[src/hdl/mqrb_pkg.sv]
// mqrb_pkg: shared constants for the multi-queue ring buffer
// operation codes, field widths and default sizes; no dependencies
package mqrb_pkg;

    // default bank size
    localparam int QUEUES_DEF = 4;
    localparam int DEPTH_DEF  = 16;

    // word field widths
    localparam int MODE_W   = 3;
    localparam int QIDX_W   = 3;
    localparam int VALUE_W  = 16;
    localparam int LENGTH_W = 8;
    localparam int FILL_W   = 5;
    localparam int POS_W    = 4;

    // operation codes
    localparam logic [MODE_W-1:0] MODE_OPEN   = 3'd0;
    localparam logic [MODE_W-1:0] MODE_ENQ    = 3'd1;
    localparam logic [MODE_W-1:0] MODE_FORCE  = 3'd2;
    localparam logic [MODE_W-1:0] MODE_DEQ    = 3'd3;
    localparam logic [MODE_W-1:0] MODE_PEEK   = 3'd4;

endpackage

[src/hdl/multi_queue_ring_buffer.sv]
// multi_queue_ring_buffer: bank of circular fifos with open, enqueue, force
// enqueue, dequeue and peek; depends on mqrb_pkg
//
//  channel | handshake               | payload
//  --------+-------------------------+--------------------------------------------
//  in      | i_valid / o_stall       | i_mode i_queue_index i_value i_length
//  out     | o_valid / i_stall       | o_ok o_bad_index o_data o_fill o_head_pos
//          |                         | o_tail_pos o_vacant o_is_full
//
// one word per cycle sustained while the result is not stalled; a word is held
// in the input register, where the queue state is read, updated and the entry
// store accessed, then sits in the result register. o_valid rises once the word
// has passed from the input register into the result register.
// i_rst_n (synchronous) clears pointers, counts and lengths; the entry store is
// not cleared. o_stall rises only while a word waits behind a stalled result.
module multi_queue_ring_buffer #(
    parameter int QUEUES = mqrb_pkg::QUEUES_DEF,
    parameter int DEPTH  = mqrb_pkg::DEPTH_DEF
) (
    input  logic                               i_clk,
    input  logic                               i_rst_n,
    // input channel
    input  logic                               i_valid,
    output logic                               o_stall,
    input  logic [mqrb_pkg::MODE_W-1:0]        i_mode,
    input  logic [mqrb_pkg::QIDX_W-1:0]        i_queue_index,
    input  logic [mqrb_pkg::VALUE_W-1:0]       i_value,
    input  logic [mqrb_pkg::LENGTH_W-1:0]      i_length,
    // output channel
    output logic                               o_valid,
    input  logic                               i_stall,
    output logic                               o_ok,
    output logic                               o_bad_index,
    output logic [mqrb_pkg::VALUE_W-1:0]       o_data,
    output logic [mqrb_pkg::FILL_W-1:0]        o_fill,
    output logic [mqrb_pkg::POS_W-1:0]         o_head_pos,
    output logic [mqrb_pkg::POS_W-1:0]         o_tail_pos,
    output logic                               o_vacant,
    output logic                               o_is_full
);

    localparam int QW   = (QUEUES > 1) ? $clog2(QUEUES) : 1;
    localparam int PW   = $clog2(DEPTH);
    localparam int CW   = $clog2(DEPTH + 1);
    localparam int LW   = CW + 1;
    localparam int REQW = mqrb_pkg::LENGTH_W + 1;
    localparam int IXW  = mqrb_pkg::QIDX_W + 1;

    // next position with wrap at the queue length
    function automatic logic [PW-1:0] f_advance(input logic [PW-1:0] pos,
                                                input logic [CW-1:0] len);
        logic [LW-1:0] nxt;
        nxt = LW'(pos) + LW'(1);
        if (len == '0 || nxt >= {1'b0, len})
            return '0;
        return nxt[PW-1:0];
    endfunction

    // input register
    logic                              r_a_valid;
    logic [mqrb_pkg::MODE_W-1:0]       r_mode;
    logic [mqrb_pkg::QIDX_W-1:0]       r_qidx;
    logic [mqrb_pkg::VALUE_W-1:0]      r_value;
    logic [mqrb_pkg::LENGTH_W-1:0]     r_length;

    // per-queue state
    logic [PW-1:0] r_read_ptr  [QUEUES];
    logic [PW-1:0] r_write_ptr [QUEUES];
    logic [CW-1:0] r_count     [QUEUES];
    logic [CW-1:0] r_qlen      [QUEUES];

    // entry store
    logic [mqrb_pkg::VALUE_W-1:0] r_mem [QUEUES][DEPTH];

    // result register
    logic                              r_o_valid;
    logic                              r_ok;
    logic                              r_bad;
    logic                              r_data_sel;
    logic [mqrb_pkg::VALUE_W-1:0]      r_rd_data;
    logic [mqrb_pkg::FILL_W-1:0]       r_fill;
    logic [mqrb_pkg::POS_W-1:0]        r_head;
    logic [mqrb_pkg::POS_W-1:0]        r_tail;
    logic                              r_empty;
    logic                              r_full;

    logic          b_ready;
    logic          a_fire;
    logic          in_take;
    logic          bad;
    logic [QW-1:0] qsel;
    logic [PW-1:0] cur_rd;
    logic [PW-1:0] cur_wr;
    logic [CW-1:0] cur_cnt;
    logic [CW-1:0] cur_len;
    logic          cur_full;
    logic [PW-1:0] n_rd;
    logic [PW-1:0] n_wr;
    logic [CW-1:0] n_cnt;
    logic [CW-1:0] n_len;
    logic          n_ok;
    logic          wr_en;
    logic          rd_en;

    // handshake
    assign b_ready = !r_o_valid || !i_stall;
    assign a_fire  = r_a_valid && b_ready;
    assign o_stall = r_a_valid && !b_ready;
    assign in_take = i_valid && !o_stall;

    always_ff @(posedge i_clk) begin
        if (!i_rst_n) begin
            r_a_valid <= 1'b0;
        end else if (in_take) begin
            r_a_valid <= 1'b1;
        end else if (a_fire) begin
            r_a_valid <= 1'b0;
        end
    end

    always_ff @(posedge i_clk) begin
        if (in_take) begin
            r_mode   <= i_mode;
            r_qidx   <= i_queue_index;
            r_value  <= i_value;
            r_length <= i_length;
        end
    end

    // queue select and current state
    assign bad      = ({1'b0, r_qidx} >= IXW'(QUEUES));
    assign qsel     = bad ? '0 : r_qidx[QW-1:0];
    assign cur_rd   = r_read_ptr[qsel];
    assign cur_wr   = r_write_ptr[qsel];
    assign cur_cnt  = r_count[qsel];
    assign cur_len  = r_qlen[qsel];
    assign cur_full = (cur_cnt == cur_len);

    // operation decode
    always_comb begin
        n_rd  = cur_rd;
        n_wr  = cur_wr;
        n_cnt = cur_cnt;
        n_len = cur_len;
        n_ok  = 1'b0;
        wr_en = 1'b0;
        rd_en = 1'b0;
        unique case (r_mode)
            mqrb_pkg::MODE_OPEN: begin
                n_rd  = '0;
                n_wr  = '0;
                n_cnt = '0;
                n_len = ({1'b0, r_length} > REQW'(DEPTH)) ? CW'(DEPTH) : CW'(r_length);
                n_ok  = 1'b1;
            end
            mqrb_pkg::MODE_ENQ: begin
                if (!cur_full) begin
                    wr_en = 1'b1;
                    n_wr  = f_advance(cur_wr, cur_len);
                    n_cnt = cur_cnt + CW'(1);
                    n_ok  = 1'b1;
                end
            end
            mqrb_pkg::MODE_FORCE: begin
                if (!cur_full) begin
                    wr_en = 1'b1;
                    n_wr  = f_advance(cur_wr, cur_len);
                    n_cnt = cur_cnt + CW'(1);
                    n_ok  = 1'b1;
                end else if (cur_len != '0) begin
                    // overwrite the oldest word
                    wr_en = 1'b1;
                    n_wr  = f_advance(cur_wr, cur_len);
                    n_rd  = f_advance(cur_rd, cur_len);
                    n_ok  = 1'b1;
                end
            end
            mqrb_pkg::MODE_DEQ: begin
                if (cur_cnt != '0) begin
                    rd_en = 1'b1;
                    n_rd  = f_advance(cur_rd, cur_len);
                    n_cnt = cur_cnt - CW'(1);
                    n_ok  = 1'b1;
                end
            end
            mqrb_pkg::MODE_PEEK: begin
                if (cur_cnt != '0) begin
                    rd_en = 1'b1;
                    n_ok  = 1'b1;
                end
            end
            default: begin
            end
        endcase
    end

    // per-queue state update
    always_ff @(posedge i_clk) begin
        if (!i_rst_n) begin
            for (int i = 0; i < QUEUES; i++) begin
                r_read_ptr[i]  <= '0;
                r_write_ptr[i] <= '0;
                r_count[i]     <= '0;
                r_qlen[i]      <= '0;
            end
        end else if (a_fire && !bad) begin
            r_read_ptr[qsel]  <= n_rd;
            r_write_ptr[qsel] <= n_wr;
            r_count[qsel]     <= n_cnt;
            r_qlen[qsel]      <= n_len;
        end
    end

    // entry store write and registered read
    always_ff @(posedge i_clk) begin
        if (a_fire && !bad && wr_en) begin
            r_mem[qsel][cur_wr] <= r_value;
        end
    end

    always_ff @(posedge i_clk) begin
        if (a_fire) begin
            r_rd_data <= r_mem[qsel][cur_rd];
        end
    end

    // result register
    always_ff @(posedge i_clk) begin
        if (!i_rst_n) begin
            r_o_valid <= 1'b0;
        end else if (a_fire) begin
            r_o_valid <= 1'b1;
        end else if (!i_stall) begin
            r_o_valid <= 1'b0;
        end
    end

    always_ff @(posedge i_clk) begin
        if (a_fire) begin
            r_bad      <= bad;
            r_ok       <= !bad && n_ok;
            r_data_sel <= !bad && rd_en;
            r_fill     <= bad ? '0 : mqrb_pkg::FILL_W'(n_cnt);
            r_head     <= bad ? '0 : mqrb_pkg::POS_W'(n_rd);
            r_tail     <= bad ? '0 : mqrb_pkg::POS_W'(n_wr);
            r_empty    <= !bad && (n_cnt == '0);
            r_full     <= !bad && (n_cnt == n_len);
        end
    end

    // outputs
    assign o_valid     = r_o_valid;
    assign o_ok        = r_ok;
    assign o_bad_index = r_bad;
    assign o_data      = r_data_sel ? r_rd_data : '0;
    assign o_fill      = r_fill;
    assign o_head_pos  = r_head;
    assign o_tail_pos  = r_tail;
    assign o_vacant    = r_empty;
    assign o_is_full   = r_full;

endmodule
[config.mk]
export PLATFORM = sky130hd
export DESIGN_NAME = multi_queue_ring_buffer
export DESIGN_NICKNAME = d
export VERILOG_FILES = /design/src/hdl/mqrb_pkg.sv /design/src/hdl/multi_queue_ring_buffer.sv
export SDC_FILE = /design/constraint.sdc
export NUM_CORES = 1
export LEC_CHECK = 0
export BUFFER_PORTS_ARGS = -buffer_cell sky130_fd_sc_hd__buf_2
export CORE_MARGIN = 1.5
export CORE_UTILIZATION = 30
export DETAILED_ROUTE_END_ITERATION = 12
export GPL_TIMING_DRIVEN = 1
export HOLD_SLACK_MARGIN = 0.02
export REMOVE_ABC_BUFFERS = 1
export SLEW_MARGIN = 20
export SYNTH_ARGS = -nofsm -noshare
export SYNTH_HDL_FRONTEND = slang
export SYNTH_SLANG_ARGS = --single-unit
[constraint.sdc]
create_clock -name i_clk -period 9 [get_ports i_clk]
set_clock_uncertainty 0.05 [all_clocks]
set_input_delay 0 -clock i_clk [delete_from_list [all_inputs] [get_ports i_clk]]
set_output_delay 0 -clock i_clk [all_outputs]
set_load 0.01 [all_outputs]
==> results.toml <==
[timing]
fin_crit_ns = 5.087
worst_slew_pin_slew_ns = 1.196
maxSlewViolCount = 0
layout_setup_ws_ns = 3.914
finalSetupViolCount = 0
hold_viol = 0
rsz0062_at_grt = "no"
fmax_ghz = 0.1966
slew_headroom_pct = 20.25
tns_ns = 0
period_share_pct = 56.52

[routing]
drc = 0
vias_per_cell = 5.310
drt_iter0_markers = 3068
firstDrtPassIters = 6
postRouteAntennaNets = 0
via_count = 26650
routed_wl_um = 120200
wl_per_cell_um = 23.96

[grt]
grt_pass1_vias = 25550
overflow = 0
grtUsageTotal_pct = 15.27
grt_pass1_wl_um = 174400
antenna_found_initial = 4
grt_max_degree = 150

[clock_network]
clkTransAtPathRegs_ns = 0.06
cts.sink_count = 1162
cts_made_buffers = 114
cts_tree = "done"
cts_resized = 0
clkLatencyLatePin_ns = 0.69
cts_setup_buffers = 0
htreeDepth = 3
cts_root_buffer = "clkbuf_16"
clk_path_buf_depth = 3

[die]
die_w_um = 390.2
ios = 69
die_area_um2 = 152300
dieHeight_um = 390.2
start_util_pct = 30.32
rows = 141
coreArea_um2 = 148400

[finish]
utilization_pct = 35.16
layout-drive-gt1-share_pct = 12.60
post-route-cell-area_um2 = 52170
syn2layout_area_growth_pct = 15.97
nFillCells = 13930
nets = 2970
stdcell_count = 5018
antenna_cells = 0

[yosys]
ys_warn_count = 0
synth_area_um2 = 44990
synth_area_leaders = "edfxtp_1, a22oi_1, a311oi_1"
ys.flop_type = "edfxtp_1"
netlist-cell-type-count = 82
synth_edf_count = 1160
yosysSeqAreaShare_pct = 77.52
syn_area_per_cell_um2 = 16.25
synthCells = 2769
async_flop_share_pct = 0
synth_largest_area_cell = "edfxtp_1"
yosysTopAreaCellShare_pct = 77.43
ys_ff_latch = 1162

[flow_run]
cap_viol_max_count = 0

[power]
p_leak_nw = 16.28
power.density_nw_per_um2 = 218.5
ir_worst_vdd_mv = 0.1614

[setup_path]
end_kind = "register"
critPathSlowestCell = "nor2_1"
criticalPathCategory = "reg -> reg"
cp_cell_sequence = "buf_4, clkinv_1, nand3_1, buf_4, o22ai_1, nor2_1, ha_1, xnor2_1, ha_1, a21o_1, a21o_1, a2111o_1, a21oi_1, a22oi_1, nor2_1"
cp.arrival_ns = 5.57
startpoint_type = "register"
critPathMaxStageDelay_ns = 0.47
cp_max_fo = 40
required_ns = 9.49

[run_status]
status = "finished, final reports clean"

[place]
gp_congestion = 0.8629
placed_cell_area_um2 = 47940
dpl.hpwl_um = 64770
place_ws_ns = 3.978
dpl.cell_count = 4739
portBuffers = 68

[hold_path]
hold_class = "in -> reg"
[state kept, by name (all words and copies together), names as in the netlist, 3 cells and up]
register	cells
r_mem	1024
r_value	16
o_tail_pos	4
r_count	20
r_rd_data	16
r_mode	3
r_read_ptr	16
r_write_ptr	16
o_fill	5
r_qidx	3
r_length	8
r_qlen	20
o_head_pos	4
[synth_stat cells (5+ instances only)]
cell and number:
a211oi_1 5, a21o_1 8, a21oi_1 37, a22oi_1 531, a311oi_1 114, a31oi_1 17, and2_1 24, and3_1 72
buf_1 17, buf_2 14, buf_4 7, clkbuf_1 161, edfxtp_1 1160, ha_1 17, inv_1 23, nand2_1 75
nand2b_1 15, nand3_1 131, nand3b_1 5, nor2_1 165, nor2b_1 7, nor3_1 12, o21ai_0 16, o22ai_1 10
o31ai_1 17, or2_2 5, xnor2_1 6
[worst paths after layout]
check / startpoint / end / slack, ns / depth (start not counted)
worst max-delay path: r_qidx[2] / r_write_ptr[1][3] / 3.91 / 15
worst min-delay path: i_rst_n / r_write_ptr[1][2] / 0.37 / 3
worst max register to register: r_qidx[2] / r_write_ptr[1][3] / 3.91 / 15
worst min register to register: r_mem[0][24] / r_rd_data[8] / 0.81 / 4
[kinds of logic after synthesis]
kind of cell / share of synthesized area, %
flip-flops: 77.52
multiplexers: 0.1891
XOR/XNOR: 0.1558
AO/OA/AOI/OAI: 13.61
buffers and inverters: 2.025
adder cells (fa/ha/maj): 0.4728
AND/OR/NAND/NOR: 6.024
[where the power goes]
| group | switching (W) | total, W | internal (W) |
|---|---|---|---|
| Sequential | 0.0000212 | 0.00602 | 0.00600 |
| Combinational | 0.000582 | 0.000810 | 0.000228 |
| Clock | 0.00199 | 0.00457 | 0.00258 |
[critical path: cells and delay by family, from the launching register on]
kind / cells / cell delay [ns]
simple gates: 3 / 0.93
compound gates: 6 / 1.58
fa+ha+maj: 2 / 0.72
flops: 1 / 0.32
buf+inv: 3 / 1.15
xor+xnor: 1 / 0.17
[area by class of cell]
type	count	area [µm²]	area share, %
Clock inverter	68	566.8	1.086
Multi-Input combinational cell	1380	9313	17.85
Timing Repair Buffer	235	1822	3.492
Clock buffer	145	2990	5.732
Inverter	26	100.1	0.1919
Tap cell	2002	2505	4.801
Sequential cell	1162	34870	66.85
[cell usage in the layout (no fill, tap or decap), types with 6 or more instances in the layout]
cell type      count
and2_1            22
edfxtp_1        1160
dlygate4sd3_1     66
a21o_1             8
o31ai_1           17
nor2b_1            6
nor2_2            11
nand2_1           75
inv_1             21
o22ai_1           10
a311oi_1         114
o21ai_0           12
ha_1              17
nor2_1           155
clkbuf_16        115
clkinv_1          28
bufinv_16          8
buf_4             96
buf_2             68
clkinv_2          20
nand3_1          131
clkbuf_1          30
xnor2_1            6
nor3_1            12
and3_1            72
a22oi_1          531
a21oi_1           37
a31oi_1           17
nand2b_1          15
[per-stage QoR]
step                power (W)  hold WS (ns)
floorplan            0.006599       0.04887
detailed placement   0.006910        0.1281
CTS                   0.01145        0.2826
global placement     0.006902        0.1274
finish                0.01140        0.3722
global route          0.01171        0.3493
[metal layers]
metal  global-route usage, %  part of all wire, %
met1                   21.67                   43
met2                   23.86                   46
met3                   2.916                  8.5
met4                   4.209                  2.4
met5                       0                0.030
[timing repair]
item,4_1_cts,5_1_grt
endpoints found under the hold margin,83,0
hold buffers,66,0
endpoints found under the setup margin,0,0
Power figures use the tool's default switching activity.
